==> src/rtl/svf_pkg.sv <==
package svf_pkg;

  localparam int SAMPLE_BITS = 24;
  localparam int STATE_BITS  = 32;
  localparam int OVERSAMPLE  = 2;

  localparam int FREQ_FRAC = 18;
  localparam int DAMP_FRAC = 16;

  localparam int MODE_W = 3;
  localparam int FREQ_W = 17;
  localparam int DAMP_W = 18;

  localparam int CFG_INDEX_W = 2;
  localparam int CFG_DATA_W  = 18;

  localparam int COEF_W  = 18;
  localparam int DIGIT_W = 3;
  localparam int NDIG    = COEF_W / DIGIT_W;
  localparam int CNT_W   = $clog2(NDIG + 1);

  localparam int PROD_W = STATE_BITS + COEF_W;
  localparam int RMAG_W = PROD_W - DAMP_FRAC + 1;
  localparam int RES_W  = RMAG_W + 1;
  localparam int SUM_W  = RES_W + 1;
  localparam int SEL_W  = STATE_BITS + 1;

  localparam int PASS_W = (OVERSAMPLE > 1) ? $clog2(OVERSAMPLE) : 1;

  localparam logic [MODE_W-1:0] MODE_LOW    = MODE_W'(0);
  localparam logic [MODE_W-1:0] MODE_HIGH   = MODE_W'(1);
  localparam logic [MODE_W-1:0] MODE_BAND   = MODE_W'(2);
  localparam logic [MODE_W-1:0] MODE_REJECT = MODE_W'(3);
  localparam logic [MODE_W-1:0] MODE_BOOST  = MODE_W'(4);

  localparam logic [CFG_INDEX_W-1:0] CFG_MODE = CFG_INDEX_W'(0);
  localparam logic [CFG_INDEX_W-1:0] CFG_FREQ = CFG_INDEX_W'(1);
  localparam logic [CFG_INDEX_W-1:0] CFG_DAMP = CFG_INDEX_W'(2);

  typedef enum logic [3:0] {
    ST_IDLE,
    ST_D_ISSUE,
    ST_D_WAIT,
    ST_L_ISSUE,
    ST_L_WAIT,
    ST_B_ISSUE,
    ST_B_WAIT,
    ST_C_OUT,
    ST_RESULT
  } seq_state_t;

  typedef struct packed {
    logic [MODE_W-1:0] mode;
    logic [FREQ_W-1:0] freq;
    logic [DAMP_W-1:0] damp;
  } cfg_t;

  typedef struct packed {
    logic start;
    logic damp_sel;
  } mul_req_t;

  typedef struct packed {
    logic idle;
    logic result_valid;
  } seq_stat_t;

  function automatic logic signed [STATE_BITS-1:0] sat_state(
    input logic signed [SUM_W-1:0] v
  );
    logic [SUM_W-STATE_BITS:0] upper;
    upper = v[SUM_W-1:STATE_BITS-1];
    if (upper == '0 || upper == '1) begin
      return v[STATE_BITS-1:0];
    end else if (v[SUM_W-1]) begin
      return {1'b1, {(STATE_BITS-1){1'b0}}};
    end else begin
      return {1'b0, {(STATE_BITS-1){1'b1}}};
    end
  endfunction

  function automatic logic signed [SAMPLE_BITS-1:0] sat_sample(
    input logic signed [SEL_W-1:0] v
  );
    logic [SEL_W-SAMPLE_BITS:0] upper;
    upper = v[SEL_W-1:SAMPLE_BITS-1];
    if (upper == '0 || upper == '1) begin
      return v[SAMPLE_BITS-1:0];
    end else if (v[SEL_W-1]) begin
      return {1'b1, {(SAMPLE_BITS-1){1'b0}}};
    end else begin
      return {1'b0, {(SAMPLE_BITS-1){1'b1}}};
    end
  endfunction

endpackage

==> src/rtl/svf_mul.sv <==
module svf_mul import svf_pkg::*; (
  input  logic                         clk,
  input  logic                         rst,
  input  mul_req_t                     req,
  input  logic signed [STATE_BITS-1:0] operand,
  input  logic        [COEF_W-1:0]     coef,
  output logic                         done,
  output logic signed [RES_W-1:0]      product
);

  logic                          busy;
  logic [CNT_W-1:0]              count;
  logic                          neg;
  logic                          damp_sel;
  logic [STATE_BITS-1:0]         mag;
  logic [COEF_W-1:0]             coef_sr;
  logic [STATE_BITS-1:0]         acc;
  logic [COEF_W-1:0]             low_sr;

  logic [STATE_BITS-1:0]         op_u;
  logic [STATE_BITS-1:0]         op_abs;
  logic [STATE_BITS+DIGIT_W-1:0] partial;
  logic [STATE_BITS+DIGIT_W-1:0] sum;
  logic [PROD_W-1:0]             pfull;
  logic [RMAG_W-1:0]             rmag;

  assign op_u    = operand;
  assign op_abs  = op_u[STATE_BITS-1] ? (~op_u + STATE_BITS'(1)) : op_u;
  assign partial = {{DIGIT_W{1'b0}}, mag} *
                   {{STATE_BITS{1'b0}}, coef_sr[DIGIT_W-1:0]};
  assign sum     = {{DIGIT_W{1'b0}}, acc} + partial;
  assign pfull   = {acc, low_sr};

  always_comb begin
    if (damp_sel) begin
      rmag = {1'b0, pfull[PROD_W-1:DAMP_FRAC]} + RMAG_W'(pfull[DAMP_FRAC-1]);
    end else begin
      rmag = RMAG_W'(pfull[PROD_W-1:FREQ_FRAC]) + RMAG_W'(pfull[FREQ_FRAC-1]);
    end
  end

  assign product = neg ? (RES_W'(0) - {1'b0, rmag}) : {1'b0, rmag};

  always_ff @(posedge clk) begin
    if (rst) begin
      busy  <= 1'b0;
      done  <= 1'b0;
      count <= '0;
    end else begin
      done <= busy && (count == CNT_W'(1));
      if (req.start) begin
        busy  <= 1'b1;
        count <= CNT_W'(NDIG);
      end else if (busy) begin
        count <= count - CNT_W'(1);
        if (count == CNT_W'(1)) begin
          busy <= 1'b0;
        end
      end
    end
  end

  always_ff @(posedge clk) begin
    if (req.start) begin
      neg      <= op_u[STATE_BITS-1];
      mag      <= op_abs;
      coef_sr  <= coef;
      acc      <= '0;
      low_sr   <= '0;
      damp_sel <= req.damp_sel;
    end else if (busy) begin
      low_sr  <= {sum[DIGIT_W-1:0], low_sr[COEF_W-1:DIGIT_W]};
      acc     <= sum[STATE_BITS+DIGIT_W-1:DIGIT_W];
      coef_sr <= coef_sr >> DIGIT_W;
    end
  end

endmodule

==> src/rtl/svf_seq.sv <==
module svf_seq import svf_pkg::*; (
  input  logic                          clk,
  input  logic                          rst,
  input  logic                          start,
  input  logic                          clear_in,
  input  logic signed [SAMPLE_BITS-1:0] left_in,
  input  logic signed [SAMPLE_BITS-1:0] right_in,
  input  cfg_t                          cfg,
  input  logic                          result_take,
  output seq_stat_t                     stat,
  output logic signed [SAMPLE_BITS-1:0] left_res,
  output logic signed [SAMPLE_BITS-1:0] right_res,
  output mul_req_t                      mul_req,
  output logic signed [STATE_BITS-1:0]  mul_operand,
  output logic        [COEF_W-1:0]      mul_coef,
  input  logic                          mul_done,
  input  logic signed [RES_W-1:0]       mul_product
);

  seq_state_t state, state_next;

  logic                          chan;
  logic [PASS_W-1:0]             pass;
  logic signed [SAMPLE_BITS-1:0] x_l;
  logic signed [SAMPLE_BITS-1:0] x_r;
  logic signed [STATE_BITS-1:0]  low  [2];
  logic signed [STATE_BITS-1:0]  band [2];
  logic signed [STATE_BITS-1:0]  notch;
  logic signed [STATE_BITS-1:0]  hp;

  logic signed [SAMPLE_BITS-1:0] x_cur;
  logic signed [STATE_BITS-1:0]  low_cur;
  logic signed [STATE_BITS-1:0]  band_cur;
  logic signed [STATE_BITS-1:0]  notch_new;
  logic signed [STATE_BITS-1:0]  low_new;
  logic signed [STATE_BITS-1:0]  hp_new;
  logic signed [STATE_BITS-1:0]  band_new;
  logic signed [SEL_W-1:0]       sel_v;
  logic signed [SAMPLE_BITS-1:0] out_res;
  logic                          last_pass;

  assign x_cur     = chan ? x_r : x_l;
  assign low_cur   = low[chan];
  assign band_cur  = band[chan];
  assign last_pass = (pass == PASS_W'(OVERSAMPLE - 1));

  assign notch_new = sat_state(SUM_W'(x_cur) - SUM_W'(mul_product));
  assign low_new   = sat_state(SUM_W'(low_cur) + SUM_W'(mul_product));
  assign hp_new    = sat_state(SUM_W'(notch) - SUM_W'(low_cur));
  assign band_new  = sat_state(SUM_W'(band_cur) + SUM_W'(mul_product));

  always_comb begin
    unique case (cfg.mode)
      MODE_HIGH:   sel_v = SEL_W'(hp);
      MODE_BAND:   sel_v = SEL_W'(band_cur);
      MODE_REJECT: sel_v = SEL_W'(notch);
      MODE_BOOST:  sel_v = SEL_W'(low_cur) - SEL_W'(hp);
      default:     sel_v = SEL_W'(low_cur);
    endcase
  end

  assign out_res = sat_sample(sel_v >>> 1);

  assign stat.idle         = (state == ST_IDLE);
  assign stat.result_valid = (state == ST_RESULT);

  always_comb begin
    state_next       = state;
    mul_req.start    = 1'b0;
    mul_req.damp_sel = 1'b0;
    mul_operand      = band_cur;
    mul_coef         = COEF_W'(cfg.freq);
    unique case (state)
      ST_IDLE: begin
        if (start) state_next = ST_D_ISSUE;
      end
      ST_D_ISSUE: begin
        mul_req.start    = 1'b1;
        mul_req.damp_sel = 1'b1;
        mul_coef         = COEF_W'(cfg.damp);
        state_next       = ST_D_WAIT;
      end
      ST_D_WAIT: begin
        if (mul_done) state_next = ST_L_ISSUE;
      end
      ST_L_ISSUE: begin
        mul_req.start = 1'b1;
        state_next    = ST_L_WAIT;
      end
      ST_L_WAIT: begin
        if (mul_done) state_next = ST_B_ISSUE;
      end
      ST_B_ISSUE: begin
        mul_req.start = 1'b1;
        mul_operand   = hp_new;
        state_next    = ST_B_WAIT;
      end
      ST_B_WAIT: begin
        if (mul_done) state_next = last_pass ? ST_C_OUT : ST_D_ISSUE;
      end
      ST_C_OUT: begin
        state_next = chan ? ST_RESULT : ST_D_ISSUE;
      end
      ST_RESULT: begin
        if (result_take) state_next = ST_IDLE;
      end
    endcase
  end

  always_ff @(posedge clk) begin
    if (rst) begin
      state   <= ST_IDLE;
      chan    <= 1'b0;
      pass    <= '0;
      low[0]  <= '0;
      low[1]  <= '0;
      band[0] <= '0;
      band[1] <= '0;
    end else begin
      state <= state_next;
      unique case (state)
        ST_IDLE: begin
          if (start) begin
            chan <= 1'b0;
            pass <= '0;
            x_l  <= left_in;
            x_r  <= right_in;
            if (clear_in) begin
              low[0]  <= '0;
              low[1]  <= '0;
              band[0] <= '0;
              band[1] <= '0;
            end
          end
        end
        ST_D_WAIT: begin
          if (mul_done) notch <= notch_new;
        end
        ST_L_WAIT: begin
          if (mul_done) low[chan] <= low_new;
        end
        ST_B_ISSUE: begin
          hp <= hp_new;
        end
        ST_B_WAIT: begin
          if (mul_done) begin
            band[chan] <= band_new;
            pass       <= last_pass ? '0 : pass + PASS_W'(1);
          end
        end
        ST_C_OUT: begin
          if (chan) begin
            right_res <= out_res;
          end else begin
            left_res <= out_res;
            chan     <= 1'b1;
          end
        end
        ST_D_ISSUE, ST_L_ISSUE, ST_RESULT: begin
        end
      endcase
    end
  end

endmodule

==> src/rtl/stereo_state_variable_filter_top.sv <==
// Stereo Chamberlin state-variable filter, run twice per sample. Each request
// carries a left and a right Q1.23 sample and returns half of the lowpass,
// highpass, bandpass, notch or peak signal of each channel. Every product goes
// through one shared multiplier that takes the coefficient three bits a cycle;
// a request runs three multiplies per pass, two passes and two channels, and
// its finished result then moves into the output register. One request is in
// flight at a time; the next is accepted while the previous result waits in
// the output register. Write the mode and coefficients only while no request
// is in progress.
module stereo_state_variable_filter_top import svf_pkg::*; (
  input  logic                          clk,
  input  logic                          rst,
  input  logic                          in_valid,
  output logic                          in_ready,
  input  logic signed [SAMPLE_BITS-1:0] left_sample,
  input  logic signed [SAMPLE_BITS-1:0] right_sample,
  input  logic                          clear_state,
  output logic                          out_valid,
  input  logic                          out_ready,
  output logic signed [SAMPLE_BITS-1:0] left_out,
  output logic signed [SAMPLE_BITS-1:0] right_out,
  input  logic                          cfg_write,
  input  logic        [CFG_INDEX_W-1:0] cfg_index,
  input  logic        [CFG_DATA_W-1:0]  cfg_data
);

  cfg_t                          cfg;
  seq_stat_t                     stat;
  mul_req_t                      mul_req;
  logic signed [STATE_BITS-1:0]  mul_operand;
  logic        [COEF_W-1:0]      mul_coef;
  logic                          mul_done;
  logic signed [RES_W-1:0]       mul_product;
  logic signed [SAMPLE_BITS-1:0] left_res;
  logic signed [SAMPLE_BITS-1:0] right_res;
  logic                          result_take;

  assign in_ready    = stat.idle;
  assign result_take = stat.result_valid && (!out_valid || out_ready);

  always_ff @(posedge clk) begin
    if (rst) begin
      cfg.mode <= MODE_BAND;
      cfg.freq <= '0;
      cfg.damp <= '0;
    end else if (cfg_write) begin
      unique case (cfg_index)
        CFG_MODE: cfg.mode <= cfg_data[MODE_W-1:0];
        CFG_FREQ: cfg.freq <= cfg_data[FREQ_W-1:0];
        CFG_DAMP: cfg.damp <= cfg_data[DAMP_W-1:0];
        default: ;
      endcase
    end
  end

  always_ff @(posedge clk) begin
    if (rst) begin
      out_valid <= 1'b0;
    end else if (result_take) begin
      out_valid <= 1'b1;
    end else if (out_ready) begin
      out_valid <= 1'b0;
    end
  end

  always_ff @(posedge clk) begin
    if (result_take) begin
      left_out  <= left_res;
      right_out <= right_res;
    end
  end

  svf_mul u_mul (
    .clk     (clk),
    .rst     (rst),
    .req     (mul_req),
    .operand (mul_operand),
    .coef    (mul_coef),
    .done    (mul_done),
    .product (mul_product)
  );

  svf_seq u_seq (
    .clk         (clk),
    .rst         (rst),
    .start       (in_valid && in_ready),
    .clear_in    (clear_state),
    .left_in     (left_sample),
    .right_in    (right_sample),
    .cfg         (cfg),
    .result_take (result_take),
    .stat        (stat),
    .left_res    (left_res),
    .right_res   (right_res),
    .mul_req     (mul_req),
    .mul_operand (mul_operand),
    .mul_coef    (mul_coef),
    .mul_done    (mul_done),
    .mul_product (mul_product)
  );

endmodule

==> config.mk <==
export PLATFORM = sky130hd
export DESIGN_NAME = stereo_state_variable_filter_top
export DESIGN_NICKNAME = d
export VERILOG_FILES = /design/src/rtl/svf_pkg.sv /design/src/rtl/svf_mul.sv /design/src/rtl/svf_seq.sv /design/src/rtl/stereo_state_variable_filter_top.sv
export SDC_FILE = /design/constraint.sdc
export NUM_CORES = 2
export LEC_CHECK = 0
export BUFFER_PORTS_ARGS = -buffer_cell sky130_fd_sc_hd__buf_2
export CORE_ASPECT_RATIO = 1.4
export CORE_MARGIN = 2
export CORE_UTILIZATION = 45
export DETAILED_ROUTE_END_ITERATION = 6
export GPL_TIMING_DRIVEN = 1
export SLEW_MARGIN = 5
export SYNTH_ARGS = -nofsm -noshare
export SYNTH_HDL_FRONTEND = slang
export SYNTH_SLANG_ARGS = --single-unit
==> constraint.sdc <==
create_clock -name clk -period 10.07 [get_ports clk]
set_clock_uncertainty 0.1 [all_clocks]
set_input_delay 1.5105 -clock clk [delete_from_list [all_inputs] [get_ports clk]]
set_output_delay 1.5105 -clock clk [all_outputs]
set_load 0.03 [all_outputs]
* After elaboration in Yosys (flattened, before gate mapping)
Memories as Yosys holds them, arrays and structs flattened. A register that Yosys moved wholly into a read port is not among the register bits.
Index checks and enable logic that the tools add are counted.
** Storage, ports and cells
- Memory bits (writable) :: 128
- Bits of input ports :: 74
- Output and inout port bits :: 50
- Memories :: 2
- Register bits after elaboration :: 360
- Logic and storage cells :: 178
** Cells by class
- Muxes and demuxes :: 69
- Add/subtract/negate cells :: 12
- Eq/ne operators :: 25
- Reduce and logical (&&, ||, !) cells :: 36
- Multipliers :: 1
- Bitwise gates (word level) :: 7
** Memories
- u_seq.band :: depth 2, width 32, read ports 1, clocked after Yosys merged registers in 1, write ports 2, line svf_seq.sv:27 : logic signed [STATE_BITS-1:0] band [2];
- u_seq.low :: depth 2, width 32, read ports 1, clocked after Yosys merged registers in 1, write ports 2, line svf_seq.sv:26 : logic signed [STATE_BITS-1:0] low [2];
** Operators by type and width (count)
- 32-bit two-way mux :: 15
- 33-bit case mux with 4 select lines :: 1
- 32-bit by 36-bit adder with 37-bit output :: 2
- 24-bit two-way mux :: 3
- 32-bit by 32-bit subtractor with 33-bit output :: 2
- 32-bit OR reduction :: 2
- 18-bit two-way mux :: 3
- 24-bit by 36-bit subtractor with 37-bit output :: 1
- 36-bit two-way mux :: 1
- 4-bit case mux with 9 select lines :: 1
- 1-bit by 35-bit subtractor with 36-bit output, first input constant :: 1
- 32-bit by 35-bit adder with 35-bit output :: 1
- 34-bit by 1-bit adder with 35-bit output :: 1
- 32-bit by 3-bit multiplier with 35-bit output :: 1
- 35-bit two-way mux :: 1
- 32-bit by 1-bit adder with 33-bit output :: 1
- 32-bit by 1-bit adder with 32-bit output, second input constant :: 1
- 1-bit two-way mux :: 32
- 32-bit inverter :: 1
- 31-bit two-way mux :: 1
- 6-bit == test, second input constant :: 4
- 6-bit zero test :: 4
- 4-bit two-way mux :: 6
- 4-bit by 3-bit == test with 1-bit output, second input constant :: 4
- other kinds (29) :: 60

* Depth between registers and ports, before layout
- Word-level depth :: 9
- Gate-level depth with buffers :: 32
- Mapped depth without buffers :: 25

* Cells and area by module
From an unflattened synthesis, not the netlist that was laid out.
** Second synthesis, totals
- Cell total of the unflattened synthesis :: 3962
- Area, all modules :: 37554.8 sq um
** By module, submodules not included
- svf_seq :: area an instance 24125.6 sq um, sequential area each 8788.4 sq um, cells an instance 2569, times used 1
- svf_mul :: area an instance 10352.4 sq um, sequential area each 2362.3 sq um, cells an instance 1190, times used 1
- stereo_state_variable_filter_top :: area an instance 3076.7 sq um, sequential area each 2222.1 sq um, cells an instance 203, times used 1

* Least setup slack after synthesis
No wires, ideal clock.
- Path type :: register to register
- Start point :: reg (tool-made name)
- End point :: reg u_mul.mag[30], data pin
- Setup slack :: 2.791 ns
- Stages on the path, launching flop included :: 32
- Arrival time :: 6.913 ns
- Clock period less this slack :: 7.279 ns
- Data required time :: 9.704 ns
- Buffers on the path :: 9
- Setup time :: 0.266 ns
- Cell sequence :: dfxtp_1 > buf_6 > clkbuf_1 > clkbuf_1 > buf_1 > mux2_2 > inv_1 > ha_1 > buf_4 > and3_1 > nand2_1 > a2111oi_2 > o21ai_1 > a31oi_1 > a21oi_1 > o21ai_0 > a21oi_1 > xnor2_1 > ha_1 > clkbuf_1 > clkbuf_1 > clkbuf_1 > clkbuf_1 > o21ai_0 > mux2i_1 > ha_1 > inv_1 > a2111o_1 > a21oi_1 > nand4_1 > o41ai_1 > xnor2_1
** RTL lines
- end signal, assigned :: line svf_mul.sv:66 : mag <= op_abs;
- end, declared :: line svf_mul.sv:15 : logic [STATE_BITS-1:0] mag;

* Worst setup path after layout
- Start point :: reg u_mul.low_sr[16]
- End point :: reg u_seq.notch[22], data pin
** Between the ends
- Cells in the longest elaborated chain, start to end :: 8
- Elaborated cells on any way between the ends :: 10
- Those cells by class :: 3 x add/sub; 1 x eq/ne; 4 x mux; 2 x reduce/logical
** RTL lines
- start, declared :: line svf_mul.sv:18 : logic [COEF_W-1:0] low_sr;
- start signal, assigned :: line svf_mul.sv:72 : low_sr <= {sum[DIGIT_W-1:0], low_sr[COEF_W-1:DIGIT_W]};
- 34-bit by 1-bit adder with 35-bit output (*) :: line svf_mul.sv:36 : rmag = {1'b0, pfull[PROD_W-1:DAMP_FRAC]} + RMAG_W'(pfull[DAMP_FRAC-1]);
- 35-bit two-way mux (*) :: line svf_mul.sv:35 : if (damp_sel) begin
- 1-bit by 35-bit subtractor with 36-bit output :: line svf_mul.sv:42 : assign product = neg ? (RES_W'(0) - {1'b0, rmag}) : {1'b0, rmag};
- 36-bit two-way mux (*) :: line svf_mul.sv:42
- 24-bit by 36-bit subtractor with 37-bit output (*) :: line svf_seq.sv:47 : assign notch_new = sat_state(SUM_W'(x_cur) - SUM_W'(mul_product));
- 6-bit == test or 6-bit zero test (tied branches) :: line svf_pkg.sv:73 : if (upper == '0 || upper == '1) begin
- 1-bit logical OR :: line svf_pkg.sv:73
- 32-bit two-way mux (*) :: line svf_pkg.sv:73
- via u_seq.notch_new[22] :: line svf_seq.sv:34 : logic signed [STATE_BITS-1:0] notch_new;
- end signal, assigned :: line svf_seq.sv:137 : if (mul_done) notch <= notch_new;
- end, declared :: line svf_seq.sv:28 : logic signed [STATE_BITS-1:0] notch;
The timed path passes the listed nets; every way through them passes the cells marked *.
A chain may end at the register's enable or synchronous reset.

==> flow_summary.json <==
{
  "crit_buf_inv": 1,
  "async_flop_share": 0,
  "die-area_sq_mm": 0.0832,
  "p_clk_frac": 0.151,
  "ir_drop_v": 0.000201,
  "drive_gt1_frac": 0.110,
  "crit_path_start_kind": "register",
  "die_w_um": 244,
  "setup_viol": 0,
  "gr-usage-all-layers": 0.272,
  "critPathMostFrequentCell": "ha_1",
  "critPathTopFamily": "simple AND/OR/NAND/NOR gates",
  "cts_tree": "done",
  "root_buffer": "clkbuf_16",
  "clk_pin_slew_worst_paths_ps": 60,
  "max_stage_delay_ps": 610,
  "dp_hpwl_um": 89200,
  "hold_violations": 0,
  "netlist_instances": 3900,
  "ys_top_cells_by_area": "edfxtp_1 32%, ha_1 7.7%, dfxtp_1 4.7%",
  "cts_max_level": 2,
  "drtIter0Drc": 2506,
  "tns_ps": 0,
  "synth.avg_cell_area_sq_um": 9.34,
  "yosys_warnings": 0,
  "grt_pass1_wl_um": 174000,
  "ys_ff_latch": 474,
  "die_h_um": 341,
  "rsz0062_at_grt": "false",
  "crit_path_max_fanout": 31,
  "vias_per_cell": 5.99,
  "antenna_found_initial": 3,
  "synth-seq-area-share": 0.367,
  "io_pins": 124,
  "worst_pin_slew_ps": 1250,
  "timing.final.crit_share": 0.816,
  "areaGrowthSynthToFinish_pct": 9.48,
  "endpoint_kind": "register",
  "synth_fp_nets": 4264,
  "cts_sinks": 474,
  "cp.required_ps": 10370,
  "fillers": 7659,
  "cts_resized": 0,
  "cts_buffers": 52,
  "worstPathArrival_ps": 8510,
  "cts_hold_buf": 0,
  "slew_headroom": 0.167,
  "drv_cap": 0,
  "start_util": 0.453,
  "synth_area_leader_cell": "edfxtp_1",
  "post_cts_buffers": 0,
  "synth_edf_count": 388,
  "leakage_nw": 16.1,
  "synth_area_sq_mm": 0.0364,
  "grt_pass1_vias": 29300,
  "utilization": 0.496,
  "slowest_stage": "o21a_1",
  "vias": 30200,
  "drcViolationCount": 0,
  "p_comb_frac": 0.632,
  "yosys.area.top_type_share": 0.320,
  "p_sw_w": 0.00650,
  "clk_latency_ps": 650,
  "wirelength_um": 115000,
  "max_freq_mhz": 122,
  "intPower_w": 0.00702,
  "drt-pass1-iter-count": 6,
  "routabilityCongestion": 0.995,
  "status": "finished, final reports clean",
  "synthTopCellsByCount": "419 x nand2_1, 388 x edfxtp_1, 272 x o21ai_0",
  "power.density_mw_per_mm2": 339,
  "port_buffers": 123,
  "critical_path_class": "reg -> reg",
  "yosysUniqueCellTypes": 114,
  "hold_path.class": "reg -> reg",
  "p_seq_frac": 0.217,
  "grt_max_degree": 68,
  "num_rows": 123,
  "wire_per_inst_um": 22.8,
  "drtAntennaViolNets": 0,
  "overflow": 0,
  "drv_slew": 0,
  "switching_share": 0.481,
  "clock_path_buffers": 3,
  "synthFlopType": "edfxtp_1",
  "synth.most_common_cell": "nand2_1",
  "fin_crit_ps": 8220,
  "num-nets-final": 4305,
  "core_sq_mm": 0.0803
}
==> power by group through the flow <==
| stage | Combinational, W | Clock, W | Sequential, W |
|---|---|---|---|
| after floorplan | 0.00634 | 0 | 0.00282 |
| after global placement | 0.00837 | 0 | 0.00297 |
| after detailed placement | 0.00839 | 0 | 0.00297 |
| after CTS | 0.00847 | 0.00208 | 0.00293 |
| after global routing | 0.00943 | 0.00214 | 0.00298 |
| final | 0.00854 | 0.00204 | 0.00294 |
==> layout by cell type (no fill, tap or decap), types with 29 or more instances in the layout <==
cell       count
nand2_1      419
edfxtp_1     388
o21ai_0      272
a21oi_1      266
inv_1        255
ha_1         224
nor2_1       222
xnor2_1      160
buf_2        123
xor2_1       110
a21o_1        99
mux2i_1       84
dfxtp_1       83
nand3_1       81
o21ai_1       76
o21a_1        73
fa_1          66
mux2_2        64
nor3_1        63
clkbuf_16     55
buf_4         54
nand4_1       52
a31oi_1       41
o211ai_1      38
and3_1        37
nand2b_1      34
o21bai_1      33
or3_1         29
==> path summary, 6_finish.rpt <==
path / from / to / slack [ps] / depth (start not counted)
hold reg to reg: u_seq.left_res[3]$_DFFE_PP_ / left_out[3]$_DFFE_PP_ / 320 / 0
setup reg to reg: u_mul.low_sr[16]$_SDFFE_PN0P_ / u_seq.notch[22]$_DFFE_PP_ / 1850 / 25
setup / recovery: u_mul.low_sr[16]$_SDFFE_PN0P_ / u_seq.notch[22]$_DFFE_PP_ / 1850 / 25
hold / removal: u_seq.left_res[3]$_DFFE_PP_ / left_out[3]$_DFFE_PP_ / 320 / 0
==> area by class of cell <==
class | instances | area, sq um | area share
multi-input combinational | 2974 | 21300 | 0.535
sequential | 474 | 13400 | 0.336
clock buffer | 61 | 1410 | 0.0353
tap | 1062 | 1330 | 0.0333
timing repair buffer | 177 | 1020 | 0.0256
inverter | 262 | 983 | 0.0247
clock inverter | 35 | 395 | 0.00992
antenna | 2 | 5.00 | 0.000126
==> metrics by stage <==
step / hold WS, ps / instances / total power [W] / instance area (sq um) / setup WS [ps]
after floorplan: 300 / 3900 / 0.00915 / 36400 / 2790
final: 317 / 5047 / 0.0135 / 39900 / 1850
after global routing: 323 / 5045 / 0.0145 / 39900 / 1360
after CTS: 319 / 5045 / 0.0135 / 39900 / 1950
after global placement: 302 / 4949 / 0.0113 / 38100 / 2140
after detailed placement: 305 / 4949 / 0.0114 / 38100 / 1940
==> registers in the layout, summed over array words and instances (netlist names), 24 cells and up, named ones only <==
signal,cells
u_mul.mag,32
u_mul.acc,32
u_seq.low,64
cfg,38
u_seq.band,64
u_seq.left_res,24
left_out,24
u_seq.x_r,24
u_seq.hp,32
u_seq.x_l,24
right_out,24
u_seq.right_res,24
u_seq.notch,32
==> worst reg2reg max path, delay by kind of cell (launching register included) <==
kind | cells | cell delay (ps)
buffers and inverters | 1 | 110
xor gates and xnor gates | 3 | 610
DFF | 1 | 340
adders and majority gates | 3 | 1170
and+or+nand+nor | 10 | 3110
AOI/OAI and AO/OA | 8 | 2560
==> logic make-up (layout without fill, tap and decap cells) <==
| group | count (synthesis) | in the layout | share of synthesized area |
|---|---|---|---|
| other | 0 | 2 | 0 |
| AND/OR/NAND/NOR | 1110 | 1110 | 0.148 |
| flip-flops | 474 | 474 | 0.367 |
| multiplexers | 170 | 170 | 0.0565 |
| AO/OA/AOI/OAI | 1134 | 1134 | 0.200 |
| adder cells (fa/ha/maj) | 290 | 290 | 0.113 |
| XOR/XNOR | 270 | 270 | 0.0649 |
| buffers and inverters | 452 | 535 | 0.0493 |
==> metal layers <==
| metal | vias up | share of wire | global-route usage |
|---|---|---|---|
| li1 | 14400 | - | - |
| met1 | 14600 | 0.41 | 0.345 |
| met2 | 1028 | 0.47 | 0.456 |
| met3 | 234 | 0.059 | 0.0325 |
| met4 | 0 | 0.058 | 0.143 |
| met5 | - | 0 | 0 |
(Power assumes the default switching activity.)
